==> config.mk <==
export PLATFORM = sky130hd
export DESIGN_NAME = window_clamp_to_best_area
export DESIGN_NICKNAME = d
export VERILOG_FILES = /design/src/design/wcba_pkg.sv /design/src/design/window_clamp_to_best_area.sv /design/src/design/wcba_fifo.sv /design/src/design/wcba_front.sv /design/src/design/wcba_back.sv
export SDC_FILE = /design/constraint.sdc
export NUM_CORES = 2
export LEC_CHECK = 0
export ABC_CLOCK_PERIOD_IN_PS = 18300
export BUFFER_PORTS_ARGS = -buffer_cell sky130_fd_sc_hd__buf_4
export CAP_MARGIN = 20
export CORE_MARGIN = 3
export CORE_UTILIZATION = 30
export CTS_CLUSTER_DIAMETER = 50
export DETAILED_ROUTE_END_ITERATION = 7
export GPL_TIMING_DRIVEN = 0
export SLEW_MARGIN = 40
export SYNTH_ARGS = -nofsm -noshare
export SYNTH_HDL_FRONTEND = slang
export SYNTH_SLANG_ARGS = --single-unit
==> constraint.sdc <==
create_clock -name i_clk -period 18.3 [get_ports i_clk]
set_input_delay 4.575 -clock i_clk [delete_from_list [all_inputs] [get_ports i_clk]]
set_output_delay 4.575 -clock i_clk [all_outputs]
set_load 0.1 [all_outputs]
==> src/design/wcba_pkg.sv <==
`timescale 1ns / 1ps
// ----------------------------------------------------------------------------
// wcba_pkg: shared types and a helper for the window clamp block
// Item layouts, queue depths and the one-dimensional overlap length.
// ----------------------------------------------------------------------------
package wcba_pkg;

    localparam int unsigned MID_DEPTH = 4;
    localparam int unsigned OUT_DEPTH = 2;

    localparam logic CMD_WINDOW = 1'b0;
    localparam logic CMD_AREA   = 1'b1;

    typedef struct packed {
        logic               cmd;
        logic signed [15:0] rect_x;
        logic signed [15:0] rect_y;
        logic [14:0]        rect_width;
        logic [14:0]        rect_height;
        logic               last;
    } t_in_item;

    typedef struct packed {
        logic signed [15:0] out_x;
        logic signed [15:0] out_y;
        logic [14:0]        out_width;
        logic [14:0]        out_height;
        logic               had_area;
    } t_out_item;

    typedef struct packed {
        logic signed [15:0] x;
        logic signed [15:0] y;
        logic [14:0]        w;
        logic [14:0]        h;
    } t_rect;

    // One classified item as it travels from the front to the back.
    typedef struct packed {
        logic        cmd;
        logic        last;
        t_rect       rect;
        t_rect       win;
        logic [14:0] span_w;
        logic [14:0] span_h;
    } t_work;

    // Everything needed to build one result.
    typedef struct packed {
        t_rect win;
        t_rect best;
        logic  seen;
    } t_fin;

    // Length of the overlap of [a0, a0+aw) and [b0, b0+bw), floored at zero.
    // A positive overlap is never longer than either width, so 15 bits hold it.
    function automatic logic [14:0] span_len(input logic signed [15:0] a0,
                                             input logic [14:0]        aw,
                                             input logic signed [15:0] b0,
                                             input logic [14:0]        bw);
        logic signed [17:0] a_lo;
        logic signed [17:0] b_lo;
        logic signed [17:0] a_hi;
        logic signed [17:0] b_hi;
        logic signed [17:0] lo;
        logic signed [17:0] hi;
        logic signed [17:0] d;
        a_lo = {{2{a0[15]}}, a0};
        b_lo = {{2{b0[15]}}, b0};
        a_hi = a_lo + $signed({3'b000, aw});
        b_hi = b_lo + $signed({3'b000, bw});
        lo   = (a_lo > b_lo) ? a_lo : b_lo;
        hi   = (a_hi < b_hi) ? a_hi : b_hi;
        d    = hi - lo;
        return (d > 18'sd0) ? d[14:0] : 15'd0;
    endfunction

endpackage

==> src/design/window_clamp_to_best_area.sv <==
`timescale 1ns / 1ps
// Path: a last item passes the middle queue, the back stages and the
// result queue. Throughput: one item per cycle while the middle queue has
// room; the back stalls only on a full result queue while intake goes on.
// Reset: synchronous, active low; the held window and best area clear to zero,
// and both queues come up empty.
// ----------------------------------------------------------------------------
// window_clamp_to_best_area: clamp a window into its best-overlapping area
// Front end classifies items, a middle queue decouples it from the back end,
// which selects the best area and clamps the window on the last item.
// ----------------------------------------------------------------------------
module window_clamp_to_best_area #(
    parameter int unsigned MID_DEPTH = wcba_pkg::MID_DEPTH,
    parameter int unsigned OUT_DEPTH = wcba_pkg::OUT_DEPTH
) (
    input  logic                 i_clk,
    input  logic                 i_rst_n,
    input  logic                 push,
    output logic                 full,
    input  wcba_pkg::t_in_item   i_item,
    output logic                 empty,
    input  logic                 pop,
    output wcba_pkg::t_out_item  o_result
);

    logic                q_wr;
    wcba_pkg::t_work     q_wr_data;
    logic                q_rd;
    wcba_pkg::t_work     q_rd_data;
    logic                q_empty;
    logic                out_wr;
    wcba_pkg::t_out_item out_wr_data;
    logic                out_full;

    wcba_front u_front (
        .i_clk    (i_clk),
        .i_rst_n  (i_rst_n),
        .i_push   (push),
        .i_item   (i_item),
        .i_q_full (full),
        .o_q_wr   (q_wr),
        .o_q_data (q_wr_data)
    );

    wcba_fifo #(
        .DEPTH ($bits(wcba_pkg::t_work) > 0 ? MID_DEPTH : MID_DEPTH),
        .WIDTH ($bits(wcba_pkg::t_work))
    ) u_mid_q (
        .i_clk     (i_clk),
        .i_rst_n   (i_rst_n),
        .i_wr      (q_wr),
        .i_wr_data (q_wr_data),
        .o_full    (full),
        .i_rd      (q_rd),
        .o_rd_data (q_rd_data),
        .o_empty   (q_empty)
    );

    wcba_back u_back (
        .i_clk      (i_clk),
        .i_rst_n    (i_rst_n),
        .i_q_empty  (q_empty),
        .i_q_data   (q_rd_data),
        .o_q_rd     (q_rd),
        .i_out_full (out_full),
        .o_out_wr   (out_wr),
        .o_out_data (out_wr_data)
    );

    wcba_fifo #(
        .DEPTH (OUT_DEPTH),
        .WIDTH ($bits(wcba_pkg::t_out_item))
    ) u_out_q (
        .i_clk     (i_clk),
        .i_rst_n   (i_rst_n),
        .i_wr      (out_wr),
        .i_wr_data (out_wr_data),
        .o_full    (out_full),
        .i_rd      (pop),
        .o_rd_data (o_result),
        .o_empty   (empty)
    );

endmodule

==> src/design/wcba_fifo.sv <==
`timescale 1ns / 1ps
// ----------------------------------------------------------------------------
// wcba_fifo: small register queue
// First-in first-out buffer with full and empty flags; push when full and
// pop when empty are ignored.
// ----------------------------------------------------------------------------
module wcba_fifo #(
    parameter int unsigned DEPTH = 2,
    parameter int unsigned WIDTH = 8
) (
    input  logic             i_clk,
    input  logic             i_rst_n,
    input  logic             i_wr,
    input  logic [WIDTH-1:0] i_wr_data,
    output logic             o_full,
    input  logic             i_rd,
    output logic [WIDTH-1:0] o_rd_data,
    output logic             o_empty
);

    localparam int unsigned PW = $clog2(DEPTH);
    localparam int unsigned CW = $clog2(DEPTH + 1);

    logic [WIDTH-1:0] r_mem [DEPTH];
    logic [PW-1:0]    r_wr_ptr;
    logic [PW-1:0]    r_rd_ptr;
    logic [CW-1:0]    r_count;
    logic [PW-1:0]    n_wr_ptr;
    logic [PW-1:0]    n_rd_ptr;
    logic [CW-1:0]    n_count;
    logic             wr_go;
    logic             rd_go;

    assign o_full    = (r_count == CW'(DEPTH));
    assign o_empty   = (r_count == '0);
    assign wr_go     = i_wr && !o_full;
    assign rd_go     = i_rd && !o_empty;
    assign o_rd_data = r_mem[r_rd_ptr];

    always_comb begin
        n_wr_ptr = r_wr_ptr;
        n_rd_ptr = r_rd_ptr;
        n_count  = r_count;
        if (wr_go) begin
            n_wr_ptr = (r_wr_ptr == PW'(DEPTH - 1)) ? '0 : r_wr_ptr + 1'b1;
        end
        if (rd_go) begin
            n_rd_ptr = (r_rd_ptr == PW'(DEPTH - 1)) ? '0 : r_rd_ptr + 1'b1;
        end
        if (wr_go && !rd_go) begin
            n_count = r_count + 1'b1;
        end else if (rd_go && !wr_go) begin
            n_count = r_count - 1'b1;
        end
    end

    always_ff @(posedge i_clk) begin
        if (!i_rst_n) begin
            r_wr_ptr <= '0;
            r_rd_ptr <= '0;
            r_count  <= '0;
        end else begin
            r_wr_ptr <= n_wr_ptr;
            r_rd_ptr <= n_rd_ptr;
            r_count  <= n_count;
        end
    end

    always_ff @(posedge i_clk) begin
        if (wr_go) begin
            r_mem[r_wr_ptr] <= i_wr_data;
        end
    end

`ifndef NO_ASSERTIONS
    a_count_bound: assert property (@(posedge i_clk) disable iff (!i_rst_n)
        r_count <= CW'(DEPTH))
        else $error("queue count above depth");
    a_count_up: assert property (@(posedge i_clk) disable iff (!i_rst_n)
        (wr_go && !rd_go) |=> (r_count == $past(r_count) + 1'b1))
        else $error("queue count did not grow on a lone write");
    a_count_hold: assert property (@(posedge i_clk) disable iff (!i_rst_n)
        (wr_go == rd_go) |=> (r_count == $past(r_count)))
        else $error("queue count moved without a lone write or read");
`endif

endmodule

==> src/design/wcba_front.sv <==
`timescale 1ns / 1ps
// ----------------------------------------------------------------------------
// wcba_front: item intake and classification
// Holds the current window, measures each area's overlap spans against it
// and hands the classified item to the middle queue.
// ----------------------------------------------------------------------------
module wcba_front (
    input  logic                i_clk,
    input  logic                i_rst_n,
    input  logic                i_push,
    input  wcba_pkg::t_in_item  i_item,
    input  logic                i_q_full,
    output logic                o_q_wr,
    output wcba_pkg::t_work     o_q_data
);

    wcba_pkg::t_rect r_win;
    wcba_pkg::t_rect n_win;
    wcba_pkg::t_rect in_rect;

    assign in_rect.x = i_item.rect_x;
    assign in_rect.y = i_item.rect_y;
    assign in_rect.w = i_item.rect_width;
    assign in_rect.h = i_item.rect_height;

    assign o_q_wr = i_push && !i_q_full;

    always_comb begin
        n_win = r_win;
        if (o_q_wr && (i_item.cmd == wcba_pkg::CMD_WINDOW)) begin
            n_win = in_rect;
        end
    end

    always_comb begin
        o_q_data.cmd    = i_item.cmd;
        o_q_data.last   = i_item.last;
        o_q_data.rect   = in_rect;
        // A window item carries itself as the window for the back end.
        o_q_data.win    = n_win;
        o_q_data.span_w = wcba_pkg::span_len(r_win.x, r_win.w, in_rect.x, in_rect.w);
        o_q_data.span_h = wcba_pkg::span_len(r_win.y, r_win.h, in_rect.y, in_rect.h);
    end

    always_ff @(posedge i_clk) begin
        if (!i_rst_n) begin
            r_win <= '0;
        end else begin
            r_win <= n_win;
        end
    end

endmodule

==> src/design/wcba_back.sv <==
`timescale 1ns / 1ps
// ----------------------------------------------------------------------------
// wcba_back: overlap selection and clamping
// Multiplies the spans, keeps the best area of the request and, on the last
// item, clamps the window into that area over two further stages.
// ----------------------------------------------------------------------------
module wcba_back (
    input  logic                 i_clk,
    input  logic                 i_rst_n,
    input  logic                 i_q_empty,
    input  wcba_pkg::t_work      i_q_data,
    output logic                 o_q_rd,
    input  logic                 i_out_full,
    output logic                 o_out_wr,
    output wcba_pkg::t_out_item  o_out_data
);

    typedef struct packed {
        wcba_pkg::t_rect    win;
        wcba_pkg::t_rect    best;
        logic               seen;
        logic [14:0]        ow;
        logic [14:0]        oh;
        logic signed [16:0] endx;
        logic signed [16:0] endy;
    } t_s3;

    logic               adv;
    logic               r_v1;
    wcba_pkg::t_work    r_s1;
    logic [29:0]        r_prod;
    logic               r_v2;
    wcba_pkg::t_fin     r_s2;
    logic               r_v3;
    t_s3                r_s3;

    wcba_pkg::t_rect    r_best;
    logic [29:0]        r_best_ov;
    logic               r_seen;
    wcba_pkg::t_rect    n_best;
    logic [29:0]        n_best_ov;
    logic               n_seen;
    wcba_pkg::t_fin     n_s2;
    t_s3                n_s3;

    logic signed [17:0] hi_x;
    logic signed [17:0] hi_y;

    // The whole back pipeline moves together; it waits only on the result queue.
    assign adv    = !i_out_full;
    assign o_q_rd = !i_q_empty && adv;

    // Best-area selection.
    always_comb begin
        logic take;
        take      = 1'b0;
        n_best    = r_best;
        n_best_ov = r_best_ov;
        n_seen    = r_seen;
        if (r_v1 && adv) begin
            if (r_s1.cmd == wcba_pkg::CMD_WINDOW) begin
                n_seen    = 1'b0;
                n_best_ov = '0;
            end else begin
                take = !r_seen || (r_prod > r_best_ov);
                if (take) begin
                    n_best    = r_s1.rect;
                    n_best_ov = r_prod;
                end
                n_seen = 1'b1;
            end
        end
        n_s2.win  = r_s1.win;
        n_s2.best = n_best;
        n_s2.seen = n_seen;
        if (r_v1 && adv && r_s1.last) begin
            n_seen    = 1'b0;
            n_best_ov = '0;
        end
    end

    // Size clamp and far edges of the kept area.
    always_comb begin
        n_s3.win  = r_s2.win;
        n_s3.best = r_s2.best;
        n_s3.seen = r_s2.seen;
        n_s3.ow   = r_s2.win.w;
        n_s3.oh   = r_s2.win.h;
        if (r_s2.seen) begin
            if (r_s2.win.w == 15'd0) begin
                n_s3.ow = 15'd1;
            end else if (r_s2.win.w > r_s2.best.w) begin
                n_s3.ow = r_s2.best.w;
            end
            if (r_s2.win.h == 15'd0) begin
                n_s3.oh = 15'd1;
            end else if (r_s2.win.h > r_s2.best.h) begin
                n_s3.oh = r_s2.best.h;
            end
        end
        n_s3.endx = {r_s2.best.x[15], r_s2.best.x} + $signed({2'b00, r_s2.best.w});
        n_s3.endy = {r_s2.best.y[15], r_s2.best.y} + $signed({2'b00, r_s2.best.h});
    end

    function automatic logic signed [15:0] clamp_pos(input logic signed [15:0] v,
                                                     input logic signed [15:0] lo,
                                                     input logic signed [17:0] hi);
        logic signed [17:0] ve;
        logic signed [17:0] le;
        logic signed [17:0] r;
        ve = {{2{v[15]}}, v};
        le = {{2{lo[15]}}, lo};
        if (ve < le) begin
            r = le;
        end else if (ve > hi) begin
            r = hi;
        end else begin
            r = ve;
        end
        // An empty area can put the far bound one below the near edge.
        if (r < -18'sd32768) begin
            r = -18'sd32768;
        end
        return r[15:0];
    endfunction

    assign hi_x = {r_s3.endx[16], r_s3.endx} - $signed({3'b000, r_s3.ow});
    assign hi_y = {r_s3.endy[16], r_s3.endy} - $signed({3'b000, r_s3.oh});

    always_comb begin
        o_out_wr            = r_v3 && adv;
        o_out_data.out_width  = r_s3.ow;
        o_out_data.out_height = r_s3.oh;
        o_out_data.had_area   = r_s3.seen;
        if (r_s3.seen) begin
            o_out_data.out_x = clamp_pos(r_s3.win.x, r_s3.best.x, hi_x);
            o_out_data.out_y = clamp_pos(r_s3.win.y, r_s3.best.y, hi_y);
        end else begin
            o_out_data.out_x = r_s3.win.x;
            o_out_data.out_y = r_s3.win.y;
        end
    end

    always_ff @(posedge i_clk) begin
        if (!i_rst_n) begin
            r_v1      <= 1'b0;
            r_v2      <= 1'b0;
            r_v3      <= 1'b0;
            r_seen    <= 1'b0;
            r_best_ov <= '0;
            r_best    <= '0;
        end else begin
            r_seen    <= n_seen;
            r_best_ov <= n_best_ov;
            r_best    <= n_best;
            if (adv) begin
                r_v1 <= o_q_rd;
                r_v2 <= r_v1 && r_s1.last;
                r_v3 <= r_v2;
            end
        end
    end

    always_ff @(posedge i_clk) begin
        if (adv) begin
            r_s1   <= i_q_data;
            r_prod <= {15'd0, i_q_data.span_w} * {15'd0, i_q_data.span_h};
            r_s2   <= n_s2;
            r_s3   <= n_s3;
        end
    end

`ifndef NO_ASSERTIONS
    a_stall_hold: assert property (@(posedge i_clk) disable iff (!i_rst_n)
        (r_v3 && !adv) |=> (r_v3 && $stable(r_s3)))
        else $error("clamp stage changed while stalled");
    a_width_fits: assert property (@(posedge i_clk) disable iff (!i_rst_n)
        (r_v3 && r_s3.seen && (r_s3.best.w != 15'd0)) |-> (r_s3.ow <= r_s3.best.w))
        else $error("clamped width exceeds the kept area");
    a_no_area_pass: assert property (@(posedge i_clk) disable iff (!i_rst_n)
        (o_out_wr && !o_out_data.had_area) |->
            ((o_out_data.out_x == r_s3.win.x) && (o_out_data.out_width == r_s3.win.w)))
        else $error("window changed without an area");
    a_seen_clears: assert property (@(posedge i_clk) disable iff (!i_rst_n)
        (r_v1 && adv && r_s1.last) |=> (!r_seen && (r_best_ov == '0)))
        else $error("request state not cleared after the last item");
`endif

endmodule

==> Word-level counts from Yosys, hierarchy flattened <==
Memory sizes are Yosys's and may differ from the RTL's. A register that Yosys moved wholly into a read port is not among the register bits.
Cells that the tools add are included.
{ "totals": {"ff_bits": 579, "n_memories": 2, "output_inout_bits": 65, "ramBits": 750, "input_bits": 68, "word_cells": 168} }
{ "classes": {"eq_ne": 5, "n_mul": 1, "add_sub_neg": 18, "bitwise": 2, "n_mux": 44, "n_reduce_logical": 33, "order_cmp": 15} }
{ "memory_table": {"columns": ["memory", "words", "word_bits", "rd", "rd_ports_with_merged_regs", "wr", "line_no", "text"], "rows": [
  ["u_mid_q.r_mem", 4, 156, 1, 1, 1, "wcba_fifo.sv:24", "logic [WIDTH-1:0] r_mem [DEPTH];"],
  ["u_out_q.r_mem", 2, 63, 1, 1, 1, "wcba_fifo.sv:24", null]
]} }
{ "ops": {"columns": ["operator", "n"], "rows": [
  ["$mux W62", 4],
  ["$mux W18", 10],
  ["$add A16 B16 Y17", 6],
  ["$mux W15", 6],
  ["$mux W30", 3],
  ["$gt A16 B18 Y1", 2],
  ["$gt A18 B1 Y1 const B", 2],
  ["$lt A18 B16 Y1 const B", 2],
  ["$lt A18 B18 Y1", 2],
  ["$sub A17 B16 Y18", 2],
  ["$sub A18 B18 Y18", 2],
  ["$gt A16 B16 Y1", 2],
  ["$lt A16 B16 Y1", 2],
  ["$mux W16", 2],
  ["$mux W32", 1],
  ["$gt A15 B15 Y1", 2],
  ["$gt A30 B30 Y1", 1],
  ["$logic_not A15 Y1", 2],
  ["$mul A15 B15 Y30", 1],
  ["$logic_and A1 B1 Y1", 15],
  ["$mux W2", 6],
  ["$mux W1", 10],
  ["$logic_not A1 Y1", 9],
  ["$add A2 B1 Y2 const B", 3],
  ["15 further kinds", 21]
]} }

==> Depth between registers and ports, before layout <==
{ "depth": {"ltp_word": 8, "mapped_depth": 34, "ltp_nobuf": 32} }

==> Cells and area by module <==
Synthesis repeated with hierarchy kept, for this count alone.
{ "hier_totals": {"hier_cells": 4908, "hier_area_um2": 68589.5} }
{ "modules_own_cells": {"columns": ["mod", "area_each_um2", "instances", "seq_area_each_um2", "cells_each"], "rows": [
  ["wcba_back", 30663.2, 1, 14233.7, 2592],
  ["wcba_fifo at u_mid_q", 23142.2, 1, 18918.1, 866],
  ["wcba_front", 10007.1, 1, 1241.2, 1229],
  ["wcba_fifo at u_out_q", 4777.1, 1, 3883.7, 221]
]} }

==> Worst setup path before layout <==
Ideal clock, no wire load.
{ "synth_timing": {"path_kind": "register to register", "startpoint": "register u_out_q.r_count[1]", "endpoint": "memory u_out_q.r_mem[1][0] (netlist name), enable pin", "setup_ns": 0.542, "n_path_buf": 0, "setup_slack_ns": 5.602, "t_arrival_ns": 12.156, "stages_incl_launch_ff": 4, "t_required_ns": 17.758, "period_less_slack_ns": 12.698, "cell_sequence": "dfxtp_1 -> nor2b_1 -> clkinv_1 -> and3_1"} }
{ "synth_via": {"elab_chain_len": 6} }
{ "synth_lines": {"columns": ["item", "line_no", "text"], "rows": [
  ["from (decl)", "wcba_fifo.sv:27", "logic [CW-1:0] r_count;"],
  ["from (signal assigned)", "wcba_fifo.sv:65", "r_count <= n_count;"],
  ["$eq A2 B2 Y1 *", "wcba_fifo.sv:34", "assign o_full = (r_count == CW'(DEPTH));"],
  ["$logic_not A1 Y1 *", "wcba_fifo.sv:36, wcba_back.sv:50", null],
  ["$logic_and A1 B1 Y1", "wcba_back.sv:131", "o_out_wr = r_v3 && adv;"],
  ["$logic_and A1 B1 Y1 *", "wcba_fifo.sv:36", "assign wr_go = i_wr && !o_full;"],
  ["$mux W1 *", "wcba_fifo.sv:70", "if (wr_go) begin"],
  ["$mux W1 (implied by the code) *", "wcba_fifo.sv:71", "r_mem[r_wr_ptr] <= i_wr_data;"],
  ["to (decl)", "wcba_fifo.sv:24", null]
]} }
Mark *: on every way between the ends. The rest lies on a longest branch, timed or not.

==> reports/summary.md <==
In this run, synthesis inferred 1160 flip-flops with an integrated enable. The layout has 21200 filler cells. Across all setup checks in the final design, the least slack found is 6.49 ns. The H-tree generated during clock tree synthesis spans 4 levels.

The logs give 164 mm for the post-detailed-routing wire length and 5.78 ns for the post-place setup slack. Setup repair after global routing left no endpoint under its margin. The worst setup path is captured at a flop. For this run, the number of Yosys warnings is 0. The routability-driven placement congestion ratio is 0.883, and the post-synth design cell area is 0.0665 sq mm.

Dividing the detail-routed wire length by the instance count gives 20.1 microns. The floorplan step defined a die boundary enclosing 0.227 sq mm. Clock slew at the register clock pins of the worst setup and hold paths: 0.06 ns.

The worst setup path is of the primary input to flop kind. The synthesized design contains 1332 register bits. The post-route clock skew was 0.0270 ns; the number of global-route vias before repair was 40100. TritonCTS built the clock tree. The first element of the critical path is i_item[32]. The run gives 172 as the floorplan row count. Measured along the x axis, the die boundary spans 477 microns. Setup violations remaining at the end of the flow were counted as 0. Count of pins over their slew limit: 0. The logs give 124 mm for the final HPWL from detailed placement and 38700 for the total number of vias. The overall fraction of global-route tracks in use is 0.143. The tool flagged a number of max-cap violations equal to 0.

After detailed placement, the design holds a cell count of 7835. The run gives 64 as the largest net degree at the start of global routing. Timing would allow up to 84.7 MHz. The fraction of layout instances using a drive strength above 1 works out to 0.161. The logs give 0 for the hold buffer count at CTS and 79 for the number of library cell types mapped by synthesis. For the standard cell core area, the log shows 0.220 sq mm. After detailed routing, the number of vias per cell comes to 4.76. The top-level port count is 133, and the initial cell density of the core is 0.302. In this run the worst path has a maximum fanout of 10. The most used flip-flop cell after synthesis is sky130_fd_sc_hd__edfxtp_1.

The net count of the finished layout is 5718. On the worst path, the slowest cell contributes a delay of 0.56 ns. Adding up every negative setup slack in the final design gives 0 ns. The run gives 27 as the initial antenna violation count. The wire length of the first global-routing pass was 248 mm; the part of the cycle the worst path needs was 0.645.

The synthesized area per cell is 14.1 sq um, and the number of buffers between clock root and the deepest sink is 3. The relative area change from synthesis to final layout was 16.0%. In this run the most critical hold path is launched from u_back.n_s2[65]. The run gives 1332 as the CTS sink count. During placement, the flow inserted port buffers numbering 131. For this run, design rule violations remaining after detail routing come to 0. The register area share after synthesis came out at 0.576. The overflow left after global routing is 0.

The required time reported for the critical path endpoint was 18.78 ns; the final number of hold-violating endpoints was 0. Height of the chip: 477 microns. The logs give 152 for the number of buffers added by the clock tree synthesis step and 8128 for the number of cells in the finished layout apart from fillers. The fraction of registers with async set/reset was 0; the first-iteration detailed-routing DRC count was 2664.

Synthesis handed over a netlist of 4712 instances. STA classifies the critical path startpoint as a primary input. The count of nets left with antenna violations once routing finished came out at 0. For the post-synth net total, the log shows 5399. The slew of the pin with the lowest slew margin works out to 0.842 ns.

Type of the worst min-delay path: flop to flop. The run finished with clean final reports. The worst slew slack as a fraction of its limit came out at 0.435.

Most frequent cell on the critical path: sky130_fd_sc_hd__o21ai_0. The clock tree root buffer cell was sky130_fd_sc_hd__clkbuf_16. The data arrival time of the worst path is 12.29 ns, and the post-CTS setup buffer count is 0.

The first detailed-routing pass ran for 7 iterations. Post-CTS repair changed the size of 0 cells. Library cell contributing the largest single delay on the critical path: sky130_fd_sc_hd__o32ai_4. For the clock latency on the worst-skew pair, the log shows 0.79 ns. The worst path needs 11.81 ns of the cycle, external delays included.
## cells in the mapped netlist (all sizes together), types with 13 or more instances
| cell type | instances | area [sq um] |
|---|---|---|
| o2bb2ai | 20 | 175 |
| mux4 | 142 | 3200 |
| buf | 39 | 174 |
| mux2 | 218 | 2450 |
| nor3 | 46 | 230 |
| nor2 | 247 | 927 |
| a21o | 89 | 668 |
| nand2b | 33 | 206 |
| a22o | 60 | 526 |
| o22ai | 13 | 81.3 |
| nand3 | 50 | 250 |
| and3 | 15 | 93.8 |
| o21a | 46 | 345 |
| xnor2 | 104 | 911 |
| ha | 441 | 5520 |
| nand4 | 32 | 200 |
| o21ai | 125 | 626 |
| dfxtp | 172 | 3440 |
| and2 | 145 | 907 |
| o21bai | 17 | 128 |
| edfxtp | 1160 | 34800 |
| a21oi | 143 | 716 |
| inv | 440 | 1650 |
| xor2 | 53 | 464 |
| a211oi | 29 | 223 |
| nor2b | 49 | 307 |
| clkbuf | 103 | 387 |
| nand2 | 231 | 867 |
| fa | 178 | 3560 |
| a21boi | 16 | 120 |
| or3 | 19 | 119 |
| mux2i | 78 | 781 |
| o31ai | 17 | 128 |
## stage by stage
step	utilization	area [sq um]	hold WS [ns]
after floorplan	-	66500	0.400
after global placement	0.323	71100	0.402
after detailed placement	0.327	71900	0.405
after CTS	0.350	77100	0.407
after global routing	0.351	77100	0.415
final	0.351	77100	0.412
## layer usage
metal,global-route usage,vias up,share of wire
li1,-,18000,-
met1,0.180,19500,0.43
met2,0.248,843,0.50
met3,0.0224,274,0.040
met4,0.0493,6,0.031
met5,0,-,0.00026
## path summary, 6_finish.rpt
check / to / slack (ns) / depth (start not counted)
hold / removal: u_back.n_s3[129] / 0.41 / 0
hold reg to reg: u_back.n_s3[129] / 0.41 / 0
setup reg to reg: u_back.r_prod[25] / 9.01 / 28
setup / recovery: u_mid_q.r_mem[0][8] / 6.49 / 29
## layout by cell type (no fill, tap or decap), types with 22 or more instances in the layout
| cell type | n |
|---|---|
| sky130_fd_sc_hd__edfxtp_1 | 1160 |
| sky130_fd_sc_hd__buf_2 | 26 |
| sky130_fd_sc_hd__nor3_1 | 46 |
| sky130_fd_sc_hd__o21a_1 | 46 |
| sky130_fd_sc_hd__and2_1 | 141 |
| sky130_fd_sc_hd__dfxtp_1 | 172 |
| sky130_fd_sc_hd__a211oi_1 | 28 |
| sky130_fd_sc_hd__mux4_2 | 142 |
| sky130_fd_sc_hd__mux2_2 | 215 |
| sky130_fd_sc_hd__fa_1 | 178 |
| sky130_fd_sc_hd__nand3_1 | 50 |
| sky130_fd_sc_hd__nor2b_1 | 49 |
| sky130_fd_sc_hd__clkbuf_16 | 158 |
| sky130_fd_sc_hd__buf_12 | 22 |
| sky130_fd_sc_hd__clkbuf_1 | 124 |
| sky130_fd_sc_hd__xnor2_1 | 104 |
| sky130_fd_sc_hd__nand2b_1 | 33 |
| sky130_fd_sc_hd__buf_4 | 131 |
| sky130_fd_sc_hd__a21o_1 | 89 |
| sky130_fd_sc_hd__inv_1 | 440 |
| sky130_fd_sc_hd__a22o_1 | 60 |
| sky130_fd_sc_hd__ha_1 | 441 |
| sky130_fd_sc_hd__a21oi_1 | 143 |
| sky130_fd_sc_hd__nand2_1 | 231 |
| sky130_fd_sc_hd__nand4_1 | 32 |
| sky130_fd_sc_hd__mux2i_1 | 77 |
| sky130_fd_sc_hd__o21ai_0 | 111 |
| sky130_fd_sc_hd__nor2_1 | 246 |
| sky130_fd_sc_hd__xor2_1 | 53 |
## layout make-up
cell class	count	area, sq um	share of cell area
clock buffers	213	4320	0.0560
repair buffers	165	1710	0.0222
inverters	441	1660	0.0215
well taps	2958	3700	0.0480
multi-input cells	2797	26000	0.337
plain buffers	142	603	0.00782
clock inverters	71	802	0.0104
flip-flops and latches	1332	38300	0.496
diodes	9	22.5	0.000292
## state kept, by name, indices dropped and copies added (netlist names), 2 cells and up, named ones only
signal	cells
u_mid_q.r_mem	624
u_out_q.r_count	2
u_back.r_prod	30
u_mid_q.r_count	3
u_mid_q.r_rd_ptr	2
u_out_q.r_mem	126
u_back.n_s2	62
u_front.r_win	62
u_back.r_s3	98
u_back.r_best_ov	30
u_back.r_best	62
u_mid_q.r_wr_ptr	2
u_back.o_out_data	31
u_back.n_s3	125
u_back.r_s1	64
## cells by family (layout without fill, tap and decap cells)
group | count (synthesis) | in the layout | synth area share
buffers and inverters | 583 | 1032 | 0.0333
adder cells (fa/ha/maj) | 621 | 621 | 0.137
other | 0 | 9 | 0
XOR/XNOR | 157 | 157 | 0.0207
AO/OA/AOI/OAI | 673 | 673 | 0.0699
multiplexers | 438 | 438 | 0.0968
flip-flops | 1332 | 1332 | 0.576
AND/OR/NAND/NOR | 908 | 908 | 0.0663
## worst max-delay path: cells and delay by family
kind	cells	cell delay, ns
AOI/OAI and AO/OA	18	4.74
muxes	1	0.41
adders and majority gates	3	1.15
and+or+nand+nor	4	0.55
buffers and inverters	3	0.82
Power is not shown: default switching activity piles up to over one toggle a cycle in this logic, so the estimate is an artifact.
